$ cat src/b64d_pkg.sv
`timescale 1ns / 1ps
// ----------------------------------------------------------------------------
// b64d_pkg
// Shared types, constants and character helpers for the base64 decoder.
// ----------------------------------------------------------------------------
package b64d_pkg;

  localparam int unsigned QueueDepth = 2;
  localparam int unsigned QueuePtrW  = (QueueDepth > 1) ? $clog2(QueueDepth) : 1;
  localparam int unsigned MaxResults = 3;

  localparam logic [7:0] ChPad   = 8'h3D; // '='
  localparam logic [7:0] ChPlus  = 8'h2B; // '+'
  localparam logic [7:0] ChSlash = 8'h2F; // '/'
  localparam logic [7:0] ChMinus = 8'h2D; // '-'
  localparam logic [7:0] ChUnder = 8'h5F; // '_'
  localparam logic [7:0] ChSpace = 8'h20;
  localparam logic [7:0] ChTab   = 8'h09;
  localparam logic [7:0] ChCr    = 8'h0D;

  typedef enum logic [1:0] {
    KindByte    = 2'd0,
    KindValid   = 2'd1,
    KindInvalid = 2'd2
  } kind_e;

  // One queued job: up to three results, the last of which carries final_kind.
  typedef struct packed {
    logic [MaxResults-1:0][7:0] bytes;
    logic [1:0]                 count;
    kind_e                      final_kind;
  } job_t;

  // Sextet lookup: bit 6 set means the character is a symbol of the alphabet.
  function automatic logic [6:0] sym_lookup(input logic [7:0] c, input logic alt_alpha);
    logic [6:0] r;
    r = 7'd0;
    if (c >= 8'h41 && c <= 8'h5A) begin
      r = {1'b1, 6'(c - 8'h41)};
    end else if (c >= 8'h61 && c <= 8'h7A) begin
      r = {1'b1, 6'(c - 8'h61 + 8'd26)};
    end else if (c >= 8'h30 && c <= 8'h39) begin
      r = {1'b1, 6'(c - 8'h30 + 8'd52)};
    end else if (alt_alpha && c == ChMinus) begin
      r = {1'b1, 6'd62};
    end else if (alt_alpha && c == ChUnder) begin
      r = {1'b1, 6'd63};
    end else if (!alt_alpha && c == ChPlus) begin
      r = {1'b1, 6'd62};
    end else if (!alt_alpha && c == ChSlash) begin
      r = {1'b1, 6'd63};
    end
    return r;
  endfunction

  function automatic logic is_space(input logic [7:0] c);
    return (c == ChSpace) || (c >= ChTab && c <= ChCr);
  endfunction

endpackage

$ cat src/b64d_front.sv
`timescale 1ns / 1ps
// ----------------------------------------------------------------------------
// b64d_front
// Accepts characters, tracks the quad state and queues result jobs.
// ----------------------------------------------------------------------------
module b64d_front import b64d_pkg::*; (
  input  logic       clk_i,
  input  logic       rst_ni,
  input  logic       alt_alpha_i,
  input  logic       in_valid_i,
  output logic       in_ready_o,
  input  logic [7:0] char_code_i,
  input  logic       end_of_input_i,
  input  logic       q_full_i,
  output logic       q_push_o,
  output job_t       q_job_o
);

  logic [17:0] acc_q, acc_d;
  logic [1:0]  pos_q, pos_d;
  logic [1:0]  pad_q, pad_d;
  logic        pqd_q, pqd_d;
  logic        err_q, err_d;

  logic        fire;
  logic [6:0]  sym;
  logic [23:0] triple;
  logic [23:0] tail;

  assign in_ready_o = !q_full_i;
  assign fire       = in_valid_i && in_ready_o;
  assign sym        = sym_lookup(char_code_i, alt_alpha_i);
  assign tail       = {acc_q, 6'd0};

  always_comb begin
    logic [5:0] v;
    logic       take;
    acc_d    = acc_q;
    pos_d    = pos_q;
    pad_d    = pad_q;
    pqd_d    = pqd_q;
    err_d    = err_q;
    q_push_o = 1'b0;
    q_job_o  = '0;
    v        = 6'd0;
    take     = 1'b0;
    triple   = {acc_q, 6'd0};

    if (fire) begin
      if (end_of_input_i) begin
        q_push_o = 1'b1;
        if (err_q || pos_q == 2'd1) begin
          q_job_o.count      = 2'd1;
          q_job_o.final_kind = KindInvalid;
        end else begin
          q_job_o.final_kind = KindValid;
          if (pos_q == 2'd2) begin
            q_job_o.bytes[0] = acc_q[11:4];
            q_job_o.count    = 2'd2;
          end else if (pos_q == 2'd3) begin
            q_job_o.bytes[0] = tail[23:16];
            q_job_o.bytes[1] = tail[15:8];
            q_job_o.count    = pad_q[0] ? 2'd2 : 2'd3;
          end else begin
            q_job_o.count = 2'd1;
          end
        end
        acc_d = '0;
        pos_d = '0;
        pad_d = '0;
        pqd_d = 1'b0;
        err_d = 1'b0;
      end else if (!is_space(char_code_i) && !err_q) begin
        if (pqd_q) begin
          err_d = 1'b1;
        end else if (char_code_i == ChPad) begin
          if (pos_q < 2'd2) begin
            err_d = 1'b1;
          end else begin
            pad_d = pad_q + 2'd1;
            take  = 1'b1;
          end
        end else if (!sym[6] || pad_q != 2'd0) begin
          err_d = 1'b1;
        end else begin
          v    = sym[5:0];
          take = 1'b1;
        end

        if (take) begin
          if (pos_q != 2'd3) begin
            acc_d = {acc_q[11:0], v};
            pos_d = pos_q + 2'd1;
          end else begin
            // Quad complete: one byte fewer for each pad, never fewer than one.
            triple             = {acc_q, v};
            q_push_o           = 1'b1;
            q_job_o.bytes[0]   = triple[23:16];
            q_job_o.bytes[1]   = triple[15:8];
            q_job_o.bytes[2]   = triple[7:0];
            q_job_o.final_kind = KindByte;
            q_job_o.count      = (pad_d == 2'd0) ? 2'd3 : (pad_d == 2'd1) ? 2'd2 : 2'd1;
            pqd_d              = pqd_q || (pad_d != 2'd0);
            pad_d              = '0;
            pos_d              = '0;
            acc_d              = '0;
          end
        end
      end
    end
  end

  always_ff @(posedge clk_i or negedge rst_ni) begin
    if (!rst_ni) begin
      acc_q <= '0;
      pos_q <= '0;
      pad_q <= '0;
      pqd_q <= 1'b0;
      err_q <= 1'b0;
    end else begin
      acc_q <= acc_d;
      pos_q <= pos_d;
      pad_q <= pad_d;
      pqd_q <= pqd_d;
      err_q <= err_d;
    end
  end

endmodule

$ cat src/b64d_queue.sv
`timescale 1ns / 1ps
// ----------------------------------------------------------------------------
// b64d_queue
// Short job queue between the front and back parts.
// ----------------------------------------------------------------------------
module b64d_queue import b64d_pkg::*; (
  input  logic clk_i,
  input  logic rst_ni,
  input  logic push_i,
  input  job_t job_i,
  output logic full_o,
  input  logic pop_i,
  output logic empty_o,
  output job_t head_o
);

  job_t                 mem_q [QueueDepth];
  logic [QueuePtrW-1:0] wr_q, rd_q;
  logic [QueuePtrW:0]   cnt_q;

  function automatic logic [QueuePtrW-1:0] ptr_inc(input logic [QueuePtrW-1:0] p);
    return (p == QueuePtrW'(QueueDepth - 1)) ? '0 : p + 1'b1;
  endfunction

  assign full_o  = (cnt_q == (QueuePtrW + 1)'(QueueDepth));
  assign empty_o = (cnt_q == '0);
  assign head_o  = mem_q[rd_q];

  always_ff @(posedge clk_i) begin
    if (push_i) begin
      mem_q[wr_q] <= job_i;
    end
  end

  always_ff @(posedge clk_i or negedge rst_ni) begin
    if (!rst_ni) begin
      wr_q  <= '0;
      rd_q  <= '0;
      cnt_q <= '0;
    end else begin
      if (push_i) begin
        wr_q <= ptr_inc(wr_q);
      end
      if (pop_i) begin
        rd_q <= ptr_inc(rd_q);
      end
      if (push_i && !pop_i) begin
        cnt_q <= cnt_q + 1'b1;
      end else if (pop_i && !push_i) begin
        cnt_q <= cnt_q - 1'b1;
      end
    end
  end

endmodule

$ cat src/b64d_back.sv
`timescale 1ns / 1ps
// ----------------------------------------------------------------------------
// b64d_back
// Walks the head job and presents its results one item at a time.
// ----------------------------------------------------------------------------
module b64d_back import b64d_pkg::*; (
  input  logic       clk_i,
  input  logic       rst_ni,
  input  logic       q_empty_i,
  input  job_t       q_head_i,
  output logic       q_pop_o,
  output logic       out_valid_o,
  input  logic       out_ready_i,
  output logic [7:0] out_byte_o,
  output kind_e      item_kind_o,
  output logic       last_of_run_o
);

  logic [1:0] idx_q;
  logic       fire;

  assign out_valid_o   = !q_empty_i;
  assign fire          = out_valid_o && out_ready_i;
  assign last_of_run_o = (idx_q == q_head_i.count - 2'd1);
  assign q_pop_o       = fire && last_of_run_o;

  always_comb begin
    if (last_of_run_o && q_head_i.final_kind != KindByte) begin
      out_byte_o  = 8'd0;
      item_kind_o = q_head_i.final_kind;
    end else begin
      out_byte_o  = q_head_i.bytes[idx_q];
      item_kind_o = KindByte;
    end
  end

  always_ff @(posedge clk_i or negedge rst_ni) begin
    if (!rst_ni) begin
      idx_q <= '0;
    end else if (fire) begin
      idx_q <= last_of_run_o ? 2'd0 : idx_q + 2'd1;
    end
  end

endmodule

$ cat src/base64_lenient_stream_decoder_unit.sv
`timescale 1ns / 1ps
// ----------------------------------------------------------------------------
// base64_lenient_stream_decoder_unit
// Lenient streaming base64 decoder, standard or URL-safe alphabet.
// ----------------------------------------------------------------------------
// One character is accepted per cycle on the slave stream while the job
// queue is not full; tuser high marks an end-of-message item instead.
// Whitespace is skipped, every fourth symbol queues up to three decoded
// bytes, and an end item queues any bytes of a short final group followed
// by a status item (valid or invalid). The master stream gives one result
// item per cycle while the consumer is ready. A two-entry job queue separates
// the two sides, so characters keep flowing while results wait to be taken,
// until the queue is full. tlast marks the final result caused by one input
// item. After an invalid status the consumer should drop the bytes of that
// message. The alphabet register is written through the cfg channel, which
// is always ready, and should only change while idle.
// ----------------------------------------------------------------------------
module base64_lenient_stream_decoder_unit import b64d_pkg::*; (
  input  logic       clk_i,
  input  logic       rst_ni,
  // Configuration: bit 0 selects the URL-safe alphabet.
  input  logic       cfg_valid_i,
  output logic       cfg_ready_o,
  input  logic       cfg_data_i,
  // Character stream
  input  logic       s_axis_tvalid,
  output logic       s_axis_tready,
  input  logic [7:0] s_axis_tdata,   // [7:0] char_code
  input  logic       s_axis_tuser,   // [0] end_of_input
  // Result stream
  output logic       m_axis_tvalid,
  input  logic       m_axis_tready,
  output logic [7:0] m_axis_tdata,   // [7:0] out_byte
  output logic [1:0] m_axis_tuser,   // [1:0] item_kind
  output logic       m_axis_tlast    // last result of one input item
);

  logic  alt_alpha_q;
  logic  q_push, q_full, q_pop, q_empty;
  job_t  q_job, q_head;
  kind_e kind;

  assign cfg_ready_o = 1'b1;

  always_ff @(posedge clk_i or negedge rst_ni) begin
    if (!rst_ni) begin
      alt_alpha_q <= 1'b0;
    end else if (cfg_valid_i && cfg_ready_o) begin
      alt_alpha_q <= cfg_data_i;
    end
  end

  b64d_front u_front (
    .clk_i          (clk_i),
    .rst_ni         (rst_ni),
    .alt_alpha_i    (alt_alpha_q),
    .in_valid_i     (s_axis_tvalid),
    .in_ready_o     (s_axis_tready),
    .char_code_i    (s_axis_tdata),
    .end_of_input_i (s_axis_tuser),
    .q_full_i       (q_full),
    .q_push_o       (q_push),
    .q_job_o        (q_job)
  );

  b64d_queue u_queue (
    .clk_i   (clk_i),
    .rst_ni  (rst_ni),
    .push_i  (q_push),
    .job_i   (q_job),
    .full_o  (q_full),
    .pop_i   (q_pop),
    .empty_o (q_empty),
    .head_o  (q_head)
  );

  b64d_back u_back (
    .clk_i         (clk_i),
    .rst_ni        (rst_ni),
    .q_empty_i     (q_empty),
    .q_head_i      (q_head),
    .q_pop_o       (q_pop),
    .out_valid_o   (m_axis_tvalid),
    .out_ready_i   (m_axis_tready),
    .out_byte_o    (m_axis_tdata),
    .item_kind_o   (kind),
    .last_of_run_o (m_axis_tlast)
  );

  assign m_axis_tuser = kind;

endmodule

$ cat config.mk
export PLATFORM = sky130hd
export DESIGN_NAME = base64_lenient_stream_decoder_unit
export DESIGN_NICKNAME = d
export VERILOG_FILES = /design/src/b64d_pkg.sv /design/src/b64d_front.sv /design/src/b64d_queue.sv /design/src/b64d_back.sv /design/src/base64_lenient_stream_decoder_unit.sv
export SDC_FILE = /design/constraint.sdc
export NUM_CORES = 1
export LEC_CHECK = 0
export ABC_AREA = 1
export BUFFER_PORTS_ARGS = -buffer_cell sky130_fd_sc_hd__buf_2
export CAP_MARGIN = 25
export CELL_PAD_IN_SITES_DETAIL_PLACEMENT = 0
export CELL_PAD_IN_SITES_GLOBAL_PLACEMENT = 1
export CORE_ASPECT_RATIO = 0.5
export CORE_MARGIN = 5
export CORE_UTILIZATION = 47
export DETAILED_ROUTE_END_ITERATION = 6
export PLACE_DENSITY_LB_ADDON = 0.1
export SLEW_MARGIN = 20
export SYNTH_ARGS = -nofsm -noshare
export SYNTH_HDL_FRONTEND = slang
export SYNTH_SLANG_ARGS = --single-unit
export TNS_END_PERCENT = 100
$ cat constraint.sdc
create_clock -name clk_i -period 3.9 [get_ports clk_i]
set_clock_uncertainty 0.15 [all_clocks]
set_input_delay 0.585 -clock clk_i [delete_from_list [all_inputs] [get_ports clk_i]]
set_output_delay 0.585 -clock clk_i [all_outputs]
set_load 0.05 [all_outputs]
==> metrics <==
I/O Buffers=27; leakage=about 2.3 nW; DR vias/cell=between 5 and 6; Fin Setup TNS=0 ns; worst path cell trace=inv_1 -> nor2_1 -> o21ai_0 -> o22ai_1 -> nand2_1 -> inv_1 -> buf_2; post-synthesis register bit count=87; Clock Sinks=87; height of the die=between 80 and 90 um; fin crit share=between 70% and 80%; slew of the pin with the lowest slew margin=about 0.77 ns; Final HPWL DP=7970 um; Synth Flop Type=edfxtp_1; Nets=about 600; Syn Area/Cell=8.92 um2; Clock transition at path regs=~0.070 ns; VDD IR max=around 0.26 mV; Yosys warnings=0; CTS Buf Count=9; CP max-delay cell=dfrtp_1; hold slack=0.158 ns; Clk Latency, worst-skew pair=about 0.34 ns; post-CTS resize count=0; DR vias=~3700; CP Class=reg -> out; Final Hold Fails=0; num rows=26; Die W=roughly 150 um; ys async rst share=a little over a third; Post-synth EDFFs=between 50 and 60; Post CTS Setup Buffer Count=0; layout cell share with drive strength beyond 1=14.3%; die area=approximately 13000 um2; unique cell type count in the Yosys netlist=41; Routed Wire Length=11400 um; minimum clock period=3.09 ns; first-pass GRT wire length=approximately 18000 um; drc violations=0; Setup crit start kind=register; Tightest Hold Check Type=in -> async; max_slew headroom=between 40% and 50%; Setup crit end kind=output pin; total I/O pin count=29; most frequent cells in the layout=nand2_1, inv_1, edfxtp_1, nor2_1; CTS max path bufs=2; initial detailed-routing violation count=235; crit path buf inv count=3; RSZ-0062 raised after global routing=no; fin area=roughly 5400 um2; total power=about 0.0036 W; status=completed; Max Slew Vio Count=0; FMAX=324 MHz; register area share after synthesis=50.4%; routability cong.=about 0.95; worst endpoint required time=around 3.2 ns; antenna viol nets, final=0; Mapped Area=~4900 um2; Syn-to-layout area delta=11.1%; Root Buffer=clkbuf_16; Power Density=about 650 nW/um2; max-cap violations=0; initial core utilization=47.9%; CP max stage delay=roughly 0.55 ns; average routed wire per standard cell=between 15 and 20 um; Synth Net Count=between 500 and 600; kind of cell adding the most delay to the critical path=simple AND/OR/NAND/NOR gates; main area contributors after synthesis=edfxtp_1, dfrtp_1, nand2_1; CP Max Fanout=9; Post-DP Area=5100 um2; most frequent CP cell=inv_1; final setup vio count=0; GRT Util Overall=between 10% and 20%; Hold Buf Count CTS=0; cell count after synthesis=547; most common cell after layout, fill and taps aside=nand2_1; Initial DRT Pass Iterations=5; initial antenna violation count=1; CTS HTree Levels=3; Core Area=about 10000 um2; largest net degree at the start of global routing=32; Synth area leader=edfxtp_1; Synth top area share=between 30% and 40%; number of global-route vias before repair=roughly 3500; CTS tree=yes; GRT overflow=0; n_diodes=0; Arr. time, crit path=2.36 ns
[per-stage QoR]
step                      util [%]  std cells  setup slack, ns
after CTS                     53.3        715            0.742
final                         53.3        715            0.809
after global placement        50.1        700            0.647
after detailed placement      50.1        700            0.597
after floorplan                  -        547            0.248
after global routing          53.3        715            0.570
[metal layers]
metal	global-route usage [%]	routed length, um	vias to the layer above
li1	-	-	1878
met3	4.00	434	13
met5	0	7	-
met1	27.9	5990	1716
met2	28.6	4820	71
met4	5.55	151	2
[registers in the layout, indices dropped and copies added (netlist names)]
register	cells
u_front.acc_q	18
u_front.err_q	1
u_front.pqd_q	1
u_back.idx_q	2
alt_alpha_q	1
u_front.pos_q	2
u_queue.wr_q	1
u_queue.mem_q	56
u_queue.rd_q	1
u_queue.cnt_q	2
u_front.pad_q	2
[cells in the mapped netlist (all sizes together) (3+ instances only)]
master	n
nand4	9
clkbuf	7
edfxtp	56
o22ai	8
nand2	143
buf	12
nand3	28
xor2	11
o21ai	51
mux2i	3
ha	13
a21oi	25
nor3	3
nor2	48
inv	68
o211ai	8
dfrtp	31
clkinv	3
nor3b	4
a32o	8
[cells by family after synthesis]
family	count (synthesis)	synth area share, %
other cells	1	0.0768
xor+xnor	12	2.15
mux	3	0.615
fa+ha+maj	13	3.33
flops	87	50.4
simple gates	240	22.7
compound gates	101	12.7
buf+inv	90	8.08
[worst paths after layout]
check,slack (ns),start,to,depth (start not counted)
setup / recovery,0.81,u_back.idx_q[1],m_axis_tdata[1],7
hold / removal,0.16,rst_ni,alt_alpha_q,1
setup reg to reg,1.23,u_queue.cnt_q[0],u_queue.cnt_q[1],14
hold reg to reg,0.33,u_front.acc_q[2],u_front.acc_q[2],2
max in group asynchronous,2.94,rst_ni,u_front.acc_q[7],1
min in group clk_i,0.30,cfg_valid_i,alt_alpha_q,2
[final cells by class]
| class | count | area (um2) |
|---|---|---|
| fillers | 964 | 4760 |
| clock inverters | 6 | 92.6 |
| clock buffers | 9 | 225 |
| multi-input cells | 370 | 2030 |
| flip-flops and latches | 87 | 2460 |
| repair buffers | 32 | 173 |
| well taps | 140 | 175 |
| inverters | 71 | 269 |
[where the power goes]
| part | switching, W | leakage [nW] | total [W] | internal [W] |
|---|---|---|---|---|
| sequential | 0.0000760 | 0.935 | 0.00119 | 0.00112 |
| clock | 0.000363 | 0.149 | 0.000925 | 0.000562 |
| combinational | 0.00106 | 1.19 | 0.00144 | 0.000374 |
| total | 0.00150 | 2.27 | 0.00355 | 0.00205 |
No activity file was read; power rests on OpenSTA's default activity.
